## config.mk

```make
export PLATFORM = sky130hd
export DESIGN_NAME = sftr_ctrl
export DESIGN_NICKNAME = d
export VERILOG_FILES = /design/src/hw/rtl/sftr_pkg.sv /design/src/hw/rtl/sftr_ctrl.sv
export SDC_FILE = /design/constraint.sdc
export NUM_CORES = 1
export LEC_CHECK = 0
export BUFFER_PORTS_ARGS = -buffer_cell sky130_fd_sc_hd__buf_2
export CORE_MARGIN = 2
export CORE_UTILIZATION = 46
export DETAILED_ROUTE_END_ITERATION = 10
export PLACE_DENSITY = 0.72
export SETUP_SLACK_MARGIN = 0.2
export SLEW_MARGIN = 20
export SYNTH_ARGS = -nofsm -noshare
export SYNTH_HDL_FRONTEND = slang
export SYNTH_SLANG_ARGS = --single-unit
```

## constraint.sdc

```tcl
create_clock -name clk -period 1.85 [get_ports clk]
set_input_delay 0.185 -clock clk [delete_from_list [all_inputs] [get_ports clk]]
set_output_delay 0.185 -clock clk [all_outputs]
set_load 0.03 [all_outputs]
```

## src/hw/rtl/sftr_pkg.sv

```systemverilog
// shared types, command codes and font tables of the text renderer
package sftr_pkg;

    localparam logic [2:0] CMD_CLEAR = 3'd0;
    localparam logic [2:0] CMD_PIXEL = 3'd1;
    localparam logic [2:0] CMD_TEXT  = 3'd2;
    localparam logic [2:0] CMD_DRAW  = 3'd3;
    localparam logic [2:0] CMD_READ  = 3'd4;

    typedef struct packed {
        logic latch;
        logic wipe;
        logic text_load;
        logic rmw_wr;
        logic step;
        logic glyph_done;
        logic host_rd;
        logic read_cap;
    } ctl_t;

    typedef struct packed {
        logic [2:0] cmd;
        logic       fit;
        logic       wipe_last;
        logic       rmw_last;
    } sts_t;

    localparam logic [2:0] GLYPH_W [4] = '{3'd3, 3'd4, 3'd5, 3'd6};
    localparam logic [3:0] GLYPH_H [4] = '{4'd6, 4'd8, 4'd10, 4'd12};

    localparam logic [2:0] SRC_COL [4][8] = '{
        '{3'd0, 3'd1, 3'd3, 3'd0, 3'd0, 3'd0, 3'd0, 3'd0},
        '{3'd0, 3'd1, 3'd2, 3'd3, 3'd0, 3'd0, 3'd0, 3'd0},
        '{3'd0, 3'd1, 3'd2, 3'd3, 3'd4, 3'd0, 3'd0, 3'd0},
        '{3'd0, 3'd0, 3'd1, 3'd2, 3'd3, 3'd4, 3'd0, 3'd0}
    };

    localparam logic [2:0] SRC_ROW [4][16] = '{
        '{3'd0, 3'd1, 3'd2, 3'd3, 3'd4, 3'd5, 3'd0, 3'd0,
          3'd0, 3'd0, 3'd0, 3'd0, 3'd0, 3'd0, 3'd0, 3'd0},
        '{3'd0, 3'd0, 3'd1, 3'd2, 3'd3, 3'd4, 3'd5, 3'd6,
          3'd0, 3'd0, 3'd0, 3'd0, 3'd0, 3'd0, 3'd0, 3'd0},
        '{3'd0, 3'd0, 3'd1, 3'd2, 3'd2, 3'd3, 3'd4, 3'd4,
          3'd5, 3'd6, 3'd0, 3'd0, 3'd0, 3'd0, 3'd0, 3'd0},
        '{3'd0, 3'd0, 3'd1, 3'd1, 3'd2, 3'd2, 3'd3, 3'd4,
          3'd4, 3'd5, 3'd5, 3'd6, 3'd0, 3'd0, 3'd0, 3'd0}
    };

    localparam logic [7:0] FONT_ROM [72][5] = '{
        '{8'h00, 8'h00, 8'h00, 8'h00, 8'h00},
        '{8'h08, 8'h08, 8'h08, 8'h08, 8'h08}, '{8'h00, 8'h60, 8'h60, 8'h00, 8'h00},
        '{8'h63, 8'h13, 8'h08, 8'h64, 8'h63}, '{8'h00, 8'h36, 8'h36, 8'h00, 8'h00},
        '{8'h60, 8'h18, 8'h06, 8'h01, 8'h00}, '{8'h08, 8'h08, 8'h3e, 8'h08, 8'h08},
        '{8'h00, 8'h00, 8'h5f, 8'h00, 8'h00}, '{8'h02, 8'h01, 8'h51, 8'h09, 8'h06},
        '{8'h40, 8'h40, 8'h40, 8'h40, 8'h40},
        '{8'h3e, 8'h51, 8'h49, 8'h45, 8'h3e}, '{8'h00, 8'h42, 8'h7f, 8'h40, 8'h00},
        '{8'h42, 8'h61, 8'h51, 8'h49, 8'h46}, '{8'h21, 8'h41, 8'h45, 8'h4b, 8'h31},
        '{8'h18, 8'h14, 8'h12, 8'h7f, 8'h10}, '{8'h27, 8'h45, 8'h45, 8'h45, 8'h39},
        '{8'h3c, 8'h4a, 8'h49, 8'h49, 8'h30}, '{8'h01, 8'h71, 8'h09, 8'h05, 8'h03},
        '{8'h36, 8'h49, 8'h49, 8'h49, 8'h36}, '{8'h06, 8'h49, 8'h49, 8'h29, 8'h1e},
        '{8'h7e, 8'h11, 8'h11, 8'h11, 8'h7e}, '{8'h7f, 8'h49, 8'h49, 8'h49, 8'h36},
        '{8'h3e, 8'h41, 8'h41, 8'h41, 8'h22}, '{8'h7f, 8'h41, 8'h41, 8'h22, 8'h1c},
        '{8'h7f, 8'h49, 8'h49, 8'h49, 8'h41}, '{8'h7f, 8'h09, 8'h09, 8'h09, 8'h01},
        '{8'h3e, 8'h41, 8'h49, 8'h49, 8'h7a}, '{8'h7f, 8'h08, 8'h08, 8'h08, 8'h7f},
        '{8'h00, 8'h41, 8'h7f, 8'h41, 8'h00}, '{8'h20, 8'h40, 8'h41, 8'h3f, 8'h01},
        '{8'h7f, 8'h08, 8'h14, 8'h22, 8'h41}, '{8'h7f, 8'h40, 8'h40, 8'h40, 8'h40},
        '{8'h7f, 8'h02, 8'h0c, 8'h02, 8'h7f}, '{8'h7f, 8'h04, 8'h08, 8'h10, 8'h7f},
        '{8'h3e, 8'h41, 8'h41, 8'h41, 8'h3e}, '{8'h7f, 8'h09, 8'h09, 8'h09, 8'h06},
        '{8'h3e, 8'h41, 8'h51, 8'h21, 8'h5e}, '{8'h7f, 8'h09, 8'h19, 8'h29, 8'h46},
        '{8'h46, 8'h49, 8'h49, 8'h49, 8'h31}, '{8'h01, 8'h01, 8'h7f, 8'h01, 8'h01},
        '{8'h3f, 8'h40, 8'h40, 8'h40, 8'h3f}, '{8'h1f, 8'h20, 8'h40, 8'h20, 8'h1f},
        '{8'h3f, 8'h40, 8'h38, 8'h40, 8'h3f}, '{8'h63, 8'h14, 8'h08, 8'h14, 8'h63},
        '{8'h07, 8'h08, 8'h70, 8'h08, 8'h07}, '{8'h61, 8'h51, 8'h49, 8'h45, 8'h43},
        '{8'h20, 8'h54, 8'h54, 8'h54, 8'h78}, '{8'h7f, 8'h48, 8'h44, 8'h44, 8'h38},
        '{8'h38, 8'h44, 8'h44, 8'h44, 8'h20}, '{8'h38, 8'h44, 8'h44, 8'h48, 8'h7f},
        '{8'h38, 8'h54, 8'h54, 8'h54, 8'h18}, '{8'h08, 8'h7e, 8'h09, 8'h01, 8'h02},
        '{8'h0c, 8'h52, 8'h52, 8'h52, 8'h3e}, '{8'h7f, 8'h08, 8'h04, 8'h04, 8'h78},
        '{8'h00, 8'h44, 8'h7d, 8'h40, 8'h00}, '{8'h20, 8'h40, 8'h44, 8'h3d, 8'h00},
        '{8'h7f, 8'h10, 8'h28, 8'h44, 8'h00}, '{8'h00, 8'h41, 8'h7f, 8'h40, 8'h00},
        '{8'h7c, 8'h04, 8'h18, 8'h04, 8'h78}, '{8'h7c, 8'h08, 8'h04, 8'h04, 8'h78},
        '{8'h38, 8'h44, 8'h44, 8'h44, 8'h38}, '{8'h7c, 8'h14, 8'h14, 8'h14, 8'h08},
        '{8'h08, 8'h14, 8'h14, 8'h18, 8'h7c}, '{8'h7c, 8'h08, 8'h04, 8'h04, 8'h08},
        '{8'h48, 8'h54, 8'h54, 8'h54, 8'h20}, '{8'h04, 8'h3f, 8'h44, 8'h40, 8'h20},
        '{8'h3c, 8'h40, 8'h40, 8'h20, 8'h7c}, '{8'h1c, 8'h20, 8'h40, 8'h20, 8'h1c},
        '{8'h3c, 8'h40, 8'h30, 8'h40, 8'h3c}, '{8'h44, 8'h28, 8'h10, 8'h28, 8'h44},
        '{8'h0c, 8'h50, 8'h50, 8'h50, 8'h3c}, '{8'h44, 8'h64, 8'h54, 8'h4c, 8'h44}
    };

    function automatic logic [6:0] rom_index(input logic [7:0] c);
        logic [6:0] idx;
        idx = 7'd0;
        if (c >= 8'h30 && c <= 8'h39) begin
            idx = 7'(c - 8'h30) + 7'd10;
        end
        else if (c >= 8'h41 && c <= 8'h5a) begin
            idx = 7'(c - 8'h41) + 7'd20;
        end
        else if (c >= 8'h61 && c <= 8'h7a) begin
            idx = 7'(c - 8'h61) + 7'd46;
        end
        else begin
            unique case (c)
                8'h2d:   idx = 7'd1;
                8'h2e:   idx = 7'd2;
                8'h25:   idx = 7'd3;
                8'h3a:   idx = 7'd4;
                8'h2f:   idx = 7'd5;
                8'h2b:   idx = 7'd6;
                8'h21:   idx = 7'd7;
                8'h3f:   idx = 7'd8;
                8'h5f:   idx = 7'd9;
                default: idx = 7'd0;
            endcase
        end
        return idx;
    endfunction

endpackage

```

## src/hw/rtl/sftr_ctrl.sv

```systemverilog
// command sequencer state machine of the text renderer
module sftr_ctrl
    import sftr_pkg::*;
(
    input  logic clk,
    input  logic rst_n,
    input  logic start,
    input  sts_t sts,
    output ctl_t ctl,
    output logic busy,
    output logic done
);

    typedef enum logic [8:0] {
        S_IDLE      = 9'b000000001,
        S_WIPE      = 9'b000000010,
        S_DISPATCH  = 9'b000000100,
        S_CLEAR     = 9'b000001000,
        S_RMW_RD    = 9'b000010000,
        S_RMW_WR    = 9'b000100000,
        S_READ_RD   = 9'b001000000,
        S_READ_WAIT = 9'b010000000,
        S_DONE      = 9'b100000000
    } state_t;

    state_t state_reg;
    state_t state_next;

    always_comb
    begin
        state_next = state_reg;
        ctl        = '0;
        unique case (state_reg)
            S_IDLE:
            begin
                if (start) begin
                    ctl.latch  = 1'b1;
                    state_next = S_DISPATCH;
                end
            end
            S_WIPE:
            begin
                ctl.wipe = 1'b1;
                if (sts.wipe_last) begin
                    state_next = S_IDLE;
                end
            end
            S_DISPATCH:
            begin
                unique case (sts.cmd)
                    CMD_CLEAR: state_next = S_CLEAR;
                    CMD_PIXEL: state_next = S_RMW_RD;
                    CMD_TEXT:
                    begin
                        ctl.text_load = 1'b1;
                        state_next    = S_DONE;
                    end
                    CMD_DRAW:  state_next = sts.fit ? S_RMW_RD : S_DONE;
                    CMD_READ:  state_next = S_READ_RD;
                    default:   state_next = S_DONE;
                endcase
            end
            S_CLEAR:
            begin
                ctl.wipe = 1'b1;
                if (sts.wipe_last) begin
                    state_next = S_DONE;
                end
            end
            S_RMW_RD:
            begin
                state_next = S_RMW_WR;
            end
            S_RMW_WR:
            begin
                ctl.rmw_wr = 1'b1;
                if (sts.rmw_last) begin
                    ctl.glyph_done = (sts.cmd == CMD_DRAW);
                    state_next     = S_DONE;
                end
                else begin
                    ctl.step   = 1'b1;
                    state_next = S_RMW_RD;
                end
            end
            S_READ_RD:
            begin
                ctl.host_rd = 1'b1;
                state_next  = S_READ_WAIT;
            end
            S_READ_WAIT:
            begin
                ctl.read_cap = 1'b1;
                state_next   = S_DONE;
            end
            S_DONE:
            begin
                state_next = S_IDLE;
            end
            default:
            begin
                state_next = S_IDLE;
            end
        endcase
    end

    always_ff @(posedge clk or negedge rst_n)
    begin
        if (!rst_n) begin
            state_reg <= S_WIPE;
        end
        else begin
            state_reg <= state_next;
        end
    end

    assign busy = (state_reg != S_IDLE);
    assign done = (state_reg == S_DONE);

endmodule

```

### Yosys cells after proc, flatten, opt, wreduce, memory -nomap -nowiden

Index checks and enable logic that the tools add are counted.

* register bits: 9
* input port bits: 9
* output and inout bits: 10
* word-level logic and storage cells: 38

* eq/ne operators: 17
* muxes and demuxes: 17
* reduce and logical (&&, ||, !) cells: 3

Operator list (count)
* $pmux 9 s8: 1
* $mux 9: 5
* $pmux 9 s4: 1
* $eq 9x1->1 const B: 1
* $eq 9x2->1 const B: 1
* $eq 9x3->1 const B: 1
* $eq 9x4->1 const B: 1
* $eq 9x5->1 const B: 1
* $eq 9x6->1 const B: 1
* $eq 9x7->1 const B: 1
* $eq 9x8->1 const B: 1
* $eq 9x9->1 const B: 1
* $mux 1: 9
* $ne 9x1->1 const B: 1
* $eq 3x2->1 const B: 2
* $ne 2x2->1 const B: 3
* $eq 3x1->1 const B: 1
* $eq 3x3->1 const B: 1
* $logic_not 3->1: 1
* $mux 3: 1
* $reduce_and 3->1: 1
* $reduce_or 2->1: 1

### Longest topological paths before layout

* word-level depth: 3
* depth in mapped cells: 5
* gate-level depth less buffers: 4

### Worst setup path after synthesis

Ideal clock, no wire load.

* kind: register to output
* from: reg state_reg[7]
* to: out ctl[5] (netlist name)
* arrival: 1974 ps
* required time: 1665 ps
* path slack: -309 ps
* cell stages (with the launch flop): 5
* path buffers: 1
* path through: dfrtp_1 > buf_2 > nor3_4 > nand4_1 > nor4b_1

RTL lines
* start, declared: line sftr_ctrl.sv:26 `state_t state_reg;`
* start signal, assigned: line sftr_ctrl.sv:113 `state_reg <= state_next;`
* end, declared: line sftr_ctrl.sv:9 `output ctl_t ctl,`

### Final worst setup path

* from: reg state_reg[7]
* to: reg state_reg[0]

* word-level cells in the longest chain between the ends: 3
* elaborated cells on any way between the ends: 13
* classes of those cells: 11 x eq/ne; 1 x mux; 1 x reduce/logical

Ends and longest elaborated chain
* $eq 9x2->1, or another cell as far along: line sftr_ctrl.sv:33 `unique case (state_reg)`
* $ne 2x2->1 (no source line)
* $reduce_and 3->1 (no source line)

Parallel ways exist; a longest one is shown, timed or not.
A chain may end at the register's enable or synchronous reset.

==> flow_metrics.env <==
export IMPL_vias_per_cell=6.30
export IMPL_finalWirelength_mm=2.84
export IMPL_dp_slack_ps=186
export IMPL_met3WireLength_microns=268
export IMPL_synth_distinct_cells=38
export IMPL_drc=0
export IMPL_reg2reg_slack_ps=-110
export IMPL_clock_skew_ps=1.56
export IMPL_max_slew_margin_rel_pct=51.3
export IMPL_startpoint_type="flip-flop"
export IMPL_wl_met2_mm=1.47
export IMPL_intPower_mw=0.705
export IMPL_yosysTopAreaCellShare_pct=29.5
export IMPL_final_max_slew_viol_count=0
export IMPL_path_max_fanout=3
export IMPL_port_buffers=18
export IMPL_worstSetupStartpoint="state_reg[7]$_DFFE_PN0P_"
export IMPL_cts_buffer_depth=2
export IMPL_grt_pass1_wl_mm=3.98
export IMPL_wl_met1_mm=1.05
export IMPL_gr_total_overflow=0
export IMPL_wl_per_cell_microns=21.1
export IMPL_synth_area_sq_um=678
export IMPL_globalplace_congestion=0.819
export IMPL_power_frac_seq_pct=22.3
export IMPL_grt_max_degree=11
export IMPL_synthTopCellsByCount="nor2_1 (10), dfrtp_1 (8), nand2_1 (7), nor4b_1 (7)"
export IMPL_cts_inserted_buffers=3
export IMPL_min_period_ps=1960
export IMPL_ys_flop_type="dfrtp_1"
export IMPL_drive_above_1_share_pct=68.3
export IMPL_first_iter_violations=56
export IMPL_synth_most_common_cell="nor2_1"
export IMPL_clkPwrFrac_pct=13.4
export IMPL_place_inst=113
export IMPL_setup_viol=6
export IMPL_route_antenna_remaining_nets=0
export IMPL_root_buffer="clkbuf_4"
export IMPL_synth_edff_count=0
export IMPL_register_area_sq_um=230
export IMPL_n_antenna_cell=0
export IMPL_post_dp_hpwl_mm=1.32
export IMPL_core_sq_mm=0.00133
export IMPL_max_cap_violations=0
export IMPL_grt_usage_pct=30.1
export IMPL_hold_start="start"
export IMPL_fin_ws_ps=-110
export IMPL_synthTopCellsByArea="dfrtp_1 (30%), nor4b_1 (9.0%), nor2_1 (5.5%)"
export IMPL_async_reset_ff_share_pct=100
export IMPL_p_comb_share_pct=64.3
export IMPL_syn_avg_cell_area_sq_um=9.04
export IMPL_fillers=49
export IMPL_chipHeight_microns=42.4
export IMPL_p_total_mw=1.26
export IMPL_synthesis_instances=75
export IMPL_vias=851
export IMPL_violations="negative setup slack"
export IMPL_critPathRequiredTime_ps=2040
export IMPL_cts_tree="yes"
export IMPL_yosysTopAreaCell="dfrtp_1"
export IMPL_max_freq_ghz=0.510
export IMPL_clkTransAtPathRegs_ps=70
export IMPL_min_to="state_reg[2]$_DFFE_PN0P_"
export IMPL_tightest_slew_ps=724
export IMPL_pin_count=19
export IMPL_p_per_area_mw_per_mm2=1030
export IMPL_fin_cells=135
export IMPL_r2r_start="state_reg[7]$_DFFE_PN0P_"
export IMPL_start_util_pct=50.8
export IMPL_die_x_microns=42.4
export IMPL_worst_ep_arrival_time_ps=2150
export IMPL_cp_end_kind="flip-flop"
export IMPL_syn_nets=84
export IMPL_hold_class="in -> reg"
export IMPL_h_tree_depth=1
export IMPL_outcome="complete, but fails checks"
export IMPL_leakage_nw=0.547
export IMPL_antenna_found_initial=0
export IMPL_highest_layer="met4"
export IMPL_ir_drop_v=0.000947
export IMPL_switching_share_pct=43.9
export IMPL_r2r_cells=6
export IMPL_ys_seq_area_share_pct=33.4
export IMPL_grt_pass1_vias=808
export IMPL_switchingPower_mw=0.552
export IMPL_nets=130
export IMPL_ys_warn_count=0
export IMPL_largest_reg_flops=9
export IMPL_clk_latency_ps=280
export IMPL_dieArea_sq_mm=0.00180
export IMPL_rsz0062_at_grt="yes"
export IMPL_cts_sinks=9
export IMPL_synth_seq_cells=9
export IMPL_critPathKind="reg -> reg"
export IMPL_syn_to_final_growth_pct=80.6
export IMPL_finalCritPeriodShare_pct=106
export IMPL_rows=13
export IMPL_firstDrtPassIters=4
export IMPL_finalHoldViolCount=0
export IMPL_holdPathStages=3
export IMPL_r2r_end="state_reg[0]$_DFFE_PN0P_"
export IMPL_multi_input_area_sq_um=589
-- critical path, cell delays in order (launching register included) --
cell	delay [ps]
dfrtp_1	420
buf_4	160
buf_6	110
buf_4	140
nor4_1	610
a211oi_1	190
a31oi_1	230
-- cell type report --
| type | count | share of cell area [%] |
|---|---|---|
| clock buffer | 3 | 1.84 |
| multi-input combinational | 61 | 48.1 |
| tap | 15 | 1.53 |
| sequential | 9 | 18.8 |
| clock inverter | 1 | 0.409 |
| inverter | 1 | 0.306 |
| timing repair buffer | 45 | 29.0 |
-- worst max-delay path by stage --
stage	endpoint	slack, ps	cells past startpoint
after floorplan	ctl[2]	20	5
after global placement	ctl[2]	220	5
after detailed placement	ctl[2]	190	5
after CTS	ctl[2]	-9	5
after global routing	ctl[2]	-150	5
final	state_reg[0]$_DFFE_PN0P_	-110	6
-- per-stage QoR --
stage / instance area [sq um] / utilization, % / hold WS (ps) / TNS (ps)
after floorplan: 754 / - / -111 / 0
after CTS: 1150 / 86.2 / 176 / -8.89
after detailed placement: 902 / 67.6 / 52.2 / 0
final: 1220 / 91.8 / 194 / -253
after global routing: 1220 / 91.8 / 193 / -789
after global placement: 902 / 67.6 / 49.6 / 0
-- cell families after synthesis --
kind of cell / Yosys count / synth area share [%]
AO/OA/AOI/OAI: 10 / 12.5
buffers and inverters: 5 / 3.87
XOR/XNOR: 3 / 3.88
flip-flops: 9 / 33.4
AND/OR/NAND/NOR: 48 / 46.3
-- power by group through the flow --
stage | Combinational [mW] | Sequential [mW] | Clock [mW]
after floorplan | 0.375 | 0.261 | 0
after global placement | 0.475 | 0.276 | 0
after detailed placement | 0.478 | 0.279 | 0
after CTS | 0.683 | 0.275 | 0.170
after global routing | 0.849 | 0.283 | 0.178
final | 0.808 | 0.280 | 0.168
-- cell usage in the layout (no fill, tap or decap), types with 2 or more instances in the layout --
cell and instances:
buf_4 25, buf_6 10, buf_2 9, nor2_1 8, nand2_1 5, dfrtp_1 5
nor3_4 3, nand2b_1 3, nand2_2 3, nor4b_2 3, clkbuf_4 3, dfrtp_2 3
nor2_4 2, nor4b_4 2, or4_4 2, nor4b_1 2, a211o_1 2
-- what timing repair did --
| action | CTS | global route |
|---|---|---|
| gates resized for setup | 30 | 10 |
| hold buffers | 1 | 0 |
| setup buffers | 12 | 4 |
| endpoints found under the hold margin | 9 | 0 |
| pin swaps | 8 | 9 |
| cloned | 0 | 1 |
| endpoints found under the setup margin | 10 | 14 |
-- layer usage --
metal | vias to the layer above | global-route usage, %
li1 | 375 | -
met1 | 406 | 36.0
met5 | - | 0
met4 | 0 | 5.00
met3 | 10 | 9.05
met2 | 60 | 53.5
Power figures use the tool's default switching activity.
